**src/rtl/swm_pkg.sv**
```systemverilog
// Shared constants, command/status types and helpers for the sliding window median filter.
// No dependencies; every other file of the block but swm_ram imports this package.
`default_nettype none

package swm_pkg;

  localparam int WINDOW_MAX = 64;
  localparam int IDX_W      = $clog2(WINDOW_MAX);
  localparam int CNT_W      = IDX_W + 1;
  localparam int SAMPLE_W   = 32;
  localparam int RES_W      = SAMPLE_W + 1;
  localparam int WSIZE_W    = 7;

  localparam logic [WSIZE_W-1:0] WSIZE_RESET = WSIZE_W'(3);

  // Commands from the controller to the datapath.
  typedef struct packed {
    logic accept;   // take a new request
    logic start;    // ring write (not full) or ring read of the oldest sample
    logic old;      // capture the leaving sample, set up the merge pass
    logic pass;     // stream the sorted store into the other bank
    logic flush;    // write the last pending entry
    logic commit;   // finish the request, load the result if there is one
  } cmd_t;

  // Status from the datapath to the controller.
  typedef struct packed {
    logic             pass_done;
    logic             has_result;
    logic             out_busy;
    logic [CNT_W-1:0] fill;
    logic [CNT_W-1:0] fill_new;
    logic [CNT_W-1:0] wsize;
    logic [CNT_W-1:0] wr_ptr;
  } sts_t;

  // Effective window size: zero counts as one, large values saturate.
  function automatic logic [CNT_W-1:0] eff_size(input logic [WSIZE_W-1:0] w);
    logic [CNT_W-1:0] k;
    if (w == '0) begin
      k = CNT_W'(1);
    end else if (32'(w) > WINDOW_MAX) begin
      k = CNT_W'(WINDOW_MAX);
    end else begin
      k = CNT_W'(w);
    end
    return k;
  endfunction

endpackage

`default_nettype wire

```
**src/rtl/swm_ctrl.sv**
```systemverilog
// Controller state machine of the sliding window median filter.
// Depends on swm_pkg for the command and status types.
`default_nettype none

module swm_ctrl
  import swm_pkg::*;
(
  input  wire logic clk_i,
  input  wire logic rst_ni,
  input  wire logic in_valid_i,
  output logic      in_stall_o,
  input  wire sts_t sts_i,
  output cmd_t      cmd_o
);

  localparam logic [2:0] ST_IDLE  = 3'd0;
  localparam logic [2:0] ST_START = 3'd1;
  localparam logic [2:0] ST_OLD   = 3'd2;
  localparam logic [2:0] ST_PASS  = 3'd3;
  localparam logic [2:0] ST_FLUSH = 3'd4;
  localparam logic [2:0] ST_DONE  = 3'd5;

  logic [2:0] state_q, state_d;

  // Only an idle controller takes a request.
  assign in_stall_o = (state_q != ST_IDLE);

  // Next state and commands.
  always_comb begin
    state_d = state_q;
    cmd_o   = '0;
    case (state_q)
      ST_IDLE: begin
        if (in_valid_i) begin
          cmd_o.accept = 1'b1;
          state_d      = ST_START;
        end
      end
      ST_START: begin
        cmd_o.start = 1'b1;
        state_d     = ST_OLD;
      end
      ST_OLD: begin
        cmd_o.old = 1'b1;
        state_d   = ST_PASS;
      end
      ST_PASS: begin
        cmd_o.pass = 1'b1;
        if (sts_i.pass_done) begin
          state_d = ST_FLUSH;
        end
      end
      ST_FLUSH: begin
        cmd_o.flush = 1'b1;
        state_d     = ST_DONE;
      end
      ST_DONE: begin
        // Hold while a result is due and the output register is still occupied.
        if (!(sts_i.has_result && sts_i.out_busy)) begin
          cmd_o.commit = 1'b1;
          state_d      = ST_IDLE;
        end
      end
      default: begin
        state_d = ST_IDLE;
      end
    endcase
  end

  always_ff @(posedge clk_i or negedge rst_ni) begin
    if (!rst_ni) begin
      state_q <= ST_IDLE;
    end else begin
      state_q <= state_d;
    end
  end

endmodule

`default_nettype wire

```
**config.mk**
```make
export PLATFORM = sky130hd
export DESIGN_NAME = swm_ctrl
export DESIGN_NICKNAME = d
export VERILOG_FILES = /design/src/rtl/swm_pkg.sv /design/src/rtl/swm_ctrl.sv
export SDC_FILE = /design/constraint.sdc
export NUM_CORES = 1
export LEC_CHECK = 0
export BUFFER_PORTS_ARGS = -buffer_cell sky130_fd_sc_hd__buf_2
export CAP_MARGIN = 20
export CORE_AREA = 2 2 39 41
export CTS_BUF_LIST = sky130_fd_sc_hd__clkbuf_16
export DETAILED_ROUTE_END_ITERATION = 6
export DIE_AREA = 0 0 41 43
export PLACE_DENSITY = 0.63
export SYNTH_ARGS = -nofsm -noshare
export SYNTH_HDL_FRONTEND = slang
export SYNTH_SLANG_ARGS = --single-unit
```
**constraint.sdc**
```tcl
create_clock -name clk_i -period 0.98 [get_ports clk_i]
set_input_delay 0.049 -clock clk_i [delete_from_list [all_inputs] [get_ports clk_i]]
set_output_delay 0.049 -clock clk_i [all_outputs]
set_load 0.03 [all_outputs]
```
==> results of run 1 <==
-- cell families (layout without fill, tap and decap cells) --
logic type / Yosys count / in the layout / synth area share
flops: 3 / 3 / 0.377
buf+inv: 2 / 24 / 0.0377
compound gates: 5 / 5 / 0.151
simple gates: 16 / 16 / 0.434
-- timing repair --
action / 4_1_cts / 5_1_grt
pin swaps: 2 / 1
hold endpoints to repair: 3 / 0
resized for setup: 15 / 2
setup endpoints to repair: 9 / 10
hold buffers: 1 / 0
-- layer usage --
layer / vias up / GRT usage / share of wire
met5: - / 0 / 0
met4: 0 / 0.100 / 0.030
met3: 2 / 0.0314 / 0.033
met2: 8 / 0.125 / 0.49
met1: 109 / 0.125 / 0.45
li1: 130 / - / -
-- worst paths after layout --
kind                             from         end  slack (ns)
setup / recovery           state_q[1]    cmd_o[5]       -0.27
hold / removal             in_valid_i  state_q[0]        0.09
min in group asynchronous      rst_ni  state_q[1]        0.15
hold reg to reg            state_q[2]  state_q[0]        0.63
max in group asynchronous      rst_ni  state_q[2]        0.73
setup reg to reg           state_q[1]  state_q[2]           0
-- report_power, final --
| part | switching [uW] | internal [uW] | total [uW] |
|---|---|---|---|
| sequential | 42.2 | 189 | 231 |
| clock | 106 | 526 | 632 |
| combinational | 624 | 490 | 1110 |
| total | 773 | 1200 | 1980 |
-- metrics by stage --
step	cells	setup slack, ns
after CTS	64	-0.279
final	64	-0.267
after floorplan	26	-0.152
after detailed placement	59	-0.0901
after global placement	59	-0.0741
after global routing	64	-0.321
-- cell type report --
cell class	count	area [um2]
Fill cell	137	908
Multi-Input combinational cell	21	160
Timing Repair Buffer	18	134
Sequential cell	3	75.1
Clock buffer	3	75.1
Tap cell	16	20.0
Inverter	2	7.51
Clock inverter	1	3.75
-- worst min-delay path, delay by kind of cell --
family / cells / cell delay, ns
buffers and inverters: 1 / 0.09
AOI/OAI and AO/OA: 2 / 0.12
-- cells in the final DEF (no fill, tap or decap), drive strengths merged --
master,synthesis,layout
or3,1,1
nand2,4,4
and2,1,1
clkbuf,0,3
o21ai,2,2
dfrtp,3,3
a21oi,1,1
buf,0,17
o211ai,1,1
inv,2,3
nand2b,2,2
a21o,1,1
nor3,2,2
and3,1,1
nor2,5,5
dlygate4sd3,0,1
==> load_flow_metrics.sql, run 1 <==
INSERT INTO impl_metrics (metric_group, metric, value, unit) VALUES
('power', 'power.leakage', '0.000232', 'uW'),
('clocking', 'post_cts_buffers', '0', ''),
('layout', 'areaGrowthSynthToFinish', '139', '%'),
('layout', 'number_of_inserted_diodes', '0', ''),
('timing', 'period_share', '1.27', ''),
('clocking', 'clock_sinks', '3', ''),
('run', 'cap_viol_max_count', '0', ''),
('timing', 'max-slew-margin-rel', '0.904', ''),
('setup_path', 'top_delay_family_on_crit_path', 'simple AND/OR/NAND/NOR gates', ''),
('floorplanning', 'fp-row-count', '14', ''),
('run_status', 'failed_checks', 'negative setup slack', ''),
('logic_synthesis', 'netlist_top_cells_area', 'sky130_fd_sc_hd__dfrtp_1 38%, sky130_fd_sc_hd__nand2_1 7.5%, sky130_fd_sc_hd__nor2_1 7.5%, sky130_fd_sc_hd__or3_4 5.7%, sky130_fd_sc_hd__nor3_1 5.0%', ''),
('setup_path', 'worst_setup_path_category', 'reg2out', ''),
('timing', 'endpoints_failing_setup', '8', ''),
('power', 'p_total', '1980', 'uW'),
('layout', 'largest_reg_flops', '3', ''),
('layout', 'post-route-cell-area', '475', 'um2'),
('setup_path', 'depth_of_the_critical_timing_path_with_buffers_and_inverters_included', '3', ''),
('floorplanning', 'dieHeight', '43', 'um'),
('logic_synthesis', 'post-synth-top-area-cell', 'sky130_fd_sc_hd__dfrtp_1', ''),
('logic_synthesis', 'mappedNetlistArea', '199', 'um2'),
('timing', 'min_period', '1.25', 'ns'),
('setup_path', 'critical-path-slowest-cell', 'sky130_fd_sc_hd__or3_4', ''),
('grt', 'largest_net_degree_at_the_start_of_global_routing', '8', ''),
('timing', 'hold_violations_final', '0', ''),
('hold_path', 'worst_hold_path_type', 'in2reg', ''),
('setup_path', 'cells_traversed_along_the_worst_timing_path', 'or3_4 -> nor2_4 -> buf_6', ''),
('timing', 'setup_ws', '-0.267', 'ns'),
('clocking', 'cts_made_buffers', '3', ''),
('clocking', 'clkLatencyLatePin', '0.22', 'ns'),
('logic_synthesis', 'ys.warnings.count', '0', ''),
('drt', 'vias_post_dr', '249', ''),
('floorplanning', 'dieArea', '0.00176', 'mm2'),
('timing', 'slew_violations', '0', ''),
('layout', 'drive_above_1_share', '0.646', ''),
('floorplanning', 'io-pin-count', '41', ''),
('place', 'detailedPlacementHpwl', '424', 'um'),
('drt', 'drtPass1Iterations', '3', ''),
('logic_synthesis', 'synth_largest_type_area_fraction', '0.377', ''),
('logic_synthesis', 'netlist_top_cells_count', '4 x sky130_fd_sc_hd__nand2_1, 4 x sky130_fd_sc_hd__nor2_1, 3 x sky130_fd_sc_hd__dfrtp_1', ''),
('setup_path', 'cp-end-kind', 'primary output', ''),
('drt', 'route.final.wire_length', '573', 'um'),
('setup_path', 'required', '0.93', 'ns'),
('logic_synthesis', 'synthDistinctLibCells', '16', ''),
('layout', 'reg.largest.list', 'state_q x3', ''),
('logic_synthesis', 'synth_edf_count', '0', ''),
('floorplanning', 'core_region_area', '0.00138', 'mm2'),
('clocking', 'h-tree-depth', '1', ''),
('layout', 'fin_nets', '83', ''),
('clocking', 'cts_tree', 'done', ''),
('clocking', 'worst_setup_hold_path_clk_slew', '0.03', 'ns'),
('place', 'place_congestion', '0.814', ''),
('timing', 'fin_setup_tns', '-1.45', 'ns'),
('drt', 'post_drt_wl_per_cell', '8.95', 'um'),
('power', 'power.density', '4160', 'mW/mm2'),
('grt', 'grt_pass1_vias', '278', ''),
('run_status', 'status', 'finished with violations', ''),
('place', 'portBuffers', '12', ''),
('logic_synthesis', 'synth_sequential_area_ratio', '0.377', ''),
('setup_path', 'worstRegToRegCells', '4', ''),
('clocking', 'clock-root-buffer', 'sky130_fd_sc_hd__clkbuf_16', ''),
('setup_path', 'critPathBufInv', '1', ''),
('logic_synthesis', 'syn_area_per_cell', '7.65', 'um2'),
('timing', 'worst_hold_slack', '0.0858', 'ns'),
('layout', 'top_register', 'state_q', ''),
('grt', 'grt_overflow_total', '0', ''),
('hold_path', 'hold_crit_depth', '3', ''),
('grt', 'grtUsageTotal', '0.100', ''),
('power', 'ir_worst_vdd', '1.94', 'mV'),
('drt', 'avgViaCountPerCell', '3.89', ''),
('timing', 'worst_pin_slew', '0.143', 'ns');
Note: power is estimated with default switching activity, not from simulation.
==> run 2: changes to the inputs <==
Settings changed: REMOVE_ABC_BUFFERS set to 1.
==> load_flow_metrics.sql, run 2 (synthesis gave the netlist of run 1 again) <==
INSERT INTO impl_metrics (metric_group, metric, value, unit) VALUES
('floorplanning', 'die_w', '41', 'um'),
('grt', 'largest_net_degree_at_the_start_of_global_routing', '8', ''),
('timing', 'setup_ws', '-0.277', 'ns'),
('clocking', 'clkLatencyLatePin', '0.22', 'ns'),
('layout', 'top_register', 'state_q', ''),
('layout', 'number_of_inserted_diodes', '0', ''),
('drt', 'post_drt_wl_per_cell', '9.54', 'um'),
('clocking', 'cts_tree', 'done', ''),
('layout', 'final_standard_cell_count_with_taps_included_and_fillers_excluded', '69', ''),
('grt', 'grtUsageTotal', '0.0876', ''),
('clocking', 'clock_sinks', '3', ''),
('drt', 'drt_drc_violations_left', '0', ''),
('drt', 'avgViaCountPerCell', '4.19', ''),
('timing', 'period_share', '1.28', ''),
('timing', 'slew_violations', '0', ''),
('place', 'placed_cells_incl_taps', '60', ''),
('run_status', 'status', 'finished with violations', ''),
('layout', 'drive_above_1_share', '0.717', ''),
('drt', 'route.final.wire_length', '658', 'um'),
('timing', 'rsz0062_at_grt', 'true', ''),
('layout', 'layout.core_utilization', '0.413', ''),
('floorplanning', 'fp-row-count', '14', ''),
('layout', 'fin_nets', '88', ''),
('floorplanning', 'start_util', '0.144', ''),
('timing', 'min_period', '1.26', 'ns'),
('power', 'power.density', '4300', 'mW/mm2'),
('layout', 'layout.cells.most_common_list', '11 x sky130_fd_sc_hd__buf_6, 6 x sky130_fd_sc_hd__buf_2, 5 x sky130_fd_sc_hd__buf_4', ''),
('setup_path', 'required', '0.93', 'ns'),
('drt', 'drtPass1Iterations', '2', ''),
('grt', 'grt_overflow_total', '0', ''),
('run_status', 'failed_checks', 'negative setup slack', ''),
('floorplanning', 'io-pin-count', '41', ''),
('setup_path', 'critical-path-slowest-cell', 'sky130_fd_sc_hd__dfrtp_1', ''),
('setup_path', 'cells_traversed_along_the_worst_timing_path', 'or3_4 -> nor2_4 -> buf_6', ''),
('power', 'ir_worst_vdd', '1.45', 'mV'),
('hold_path', 'worst_hold_path_type', 'in2reg', ''),
('timing', 'hold_violations_final', '0', ''),
('clocking', 'h-tree-depth', '1', ''),
('setup_path', 'worst_setup_path_category', 'reg2out', ''),
('setup_path', 'max_stage_delay', '0.41', 'ns'),
('timing', 'max_clock_freq', '0.796', 'GHz'),
('clocking', 'max-clock-path-buffers', '2', ''),
('timing', 'setup_clock_skew_after_layout', '0.000897', 'ns'),
('setup_path', 'critPathLaunchType', 'flip-flop', ''),
('run', 'cap_viol_max_count', '0', ''),
('timing', 'max-slew-margin-rel', '0.885', ''),
('clocking', 'clock-root-buffer', 'sky130_fd_sc_hd__clkbuf_16', ''),
('drt', 'drt-initial-drc-count', '1', ''),
('grt', 'grt_pass1_wl', '1030', 'um'),
('layout', 'layout.cells.most_common', 'sky130_fd_sc_hd__buf_6', ''),
('floorplanning', 'dieHeight', '43', 'um'),
('setup_path', 'r2r_slack', '-0.10', 'ns'),
('grt', 'grt_pass1_vias', '281', ''),
('layout', 'areaGrowthSynthToFinish', '187', '%'),
('setup_path', 'cp-end-kind', 'primary output', ''),
('layout', 'largest_reg_flops', '3', ''),
('clocking', 'cts_made_buffers', '3', ''),
('timing', 'worst_pin_slew', '0.172', 'ns'),
('setup_path', 'critPathArrivalTime', '1.21', 'ns'),
('floorplanning', 'core_region_area', '0.00138', 'mm2'),
('place', 'detailedPlacementHpwl', '409', 'um'),
('place', 'place_congestion', '0.716', ''),
('grt', 'number_of_antenna_violations_at_the_first_check_in_global_routing', '0', ''),
('place', 'portBuffers', '12', ''),
('clocking', 'worst_setup_hold_path_clk_slew', '0.03', 'ns'),
('floorplanning', 'dieArea', '0.00176', 'mm2'),
('setup_path', 'worstPathMaxFanout', '4', ''),
('power', 'power.leakage', '0.000275', 'uW'),
('drt', 'drtAntennaViolNets', '0', ''),
('layout', 'reg.largest.list', 'state_q x3', ''),
('timing', 'endpoints_failing_setup', '9', ''),
('drt', 'vias_post_dr', '289', '');
## run 2: changes by cell type in the layout (fill, tap and decap cells not counted), sizes merged
cell / before / now
buf: 17 / 22
## run 2: final timing paths
| kind | startpoint | to | cells past startpoint |
|---|---|---|---|
| worst max register to register | state_q[2] | state_q[0] | 6 |
| worst max-delay path | state_q[2] | cmd_o[5] | 3 |
| max in group asynchronous | rst_ni | state_q[2] | 2 |
| worst min register to register | state_q[1] | state_q[2] | 3 |
| worst min-delay path | in_valid_i | state_q[0] | 3 |
| min in group asynchronous | rst_ni | state_q[0] | 2 |
## run 2: per-layer routing
layer | vias to the layer above | routed length [um] | global-route usage
met3 | 0 | 36 | 0.0314
met4 | 0 | 0 | 0.0400
met2 | 7 | 369 | 0.144
li1 | 142 | - | -
met5 | - | 0 | 0
met1 | 140 | 252 | 0.0942
## run 2: layout make-up
class	count	area, um2
clock buffers	3	75.1
clock inverters	1	3.75
fillers	133	812
inverters	2	7.51
multi-input cells	21	189
flip-flops and latches	3	75.1
well taps	16	20.0
repair buffers	23	201
## run 2: worst max-delay path: cells and delay by family, from the launching register on
| family | cells | cell delay (ns) |
|---|---|---|
| buffers and inverters | 1 | 0.13 |
| flip-flops | 1 | 0.41 |
| AND/OR/NAND/NOR | 2 | 0.45 |
## run 2: power by group
part / internal, uW / switching, uW / leakage (uW)
Sequential: 189 / 51.1 / 0.0000365
Combinational: 804 / 782 / 0.000196
Clock: 525 / 104 / 0.0000423
## run 2: timing repair
item | CTS | global route
gates resized for setup | 11 | 23
endpoints found under the hold margin | 3 | 0
pin swaps | 2 | 5
hold buffers | 1 | 0
setup buffers | 2 | 2
setup endpoints to repair | 9 | 10
## run 2: through the flow
stage | area (um2) | setup slack [ns] | setup TNS, ns | total power [uW] | hold slack (ns)
floorplan | 199 | -0.249 | -0.765 | 782 | -0.247
global placement | 324 | -0.0683 | -0.217 | 1130 | -0.153
CTS | 465 | -0.275 | -1.42 | 1980 | 0.0979
global route | 572 | -0.317 | -2.09 | 2600 | 0.139
finish | 572 | -0.277 | -1.67 | 2460 | 0.106
detailed placement | 324 | -0.0728 | -0.215 | 1140 | -0.152
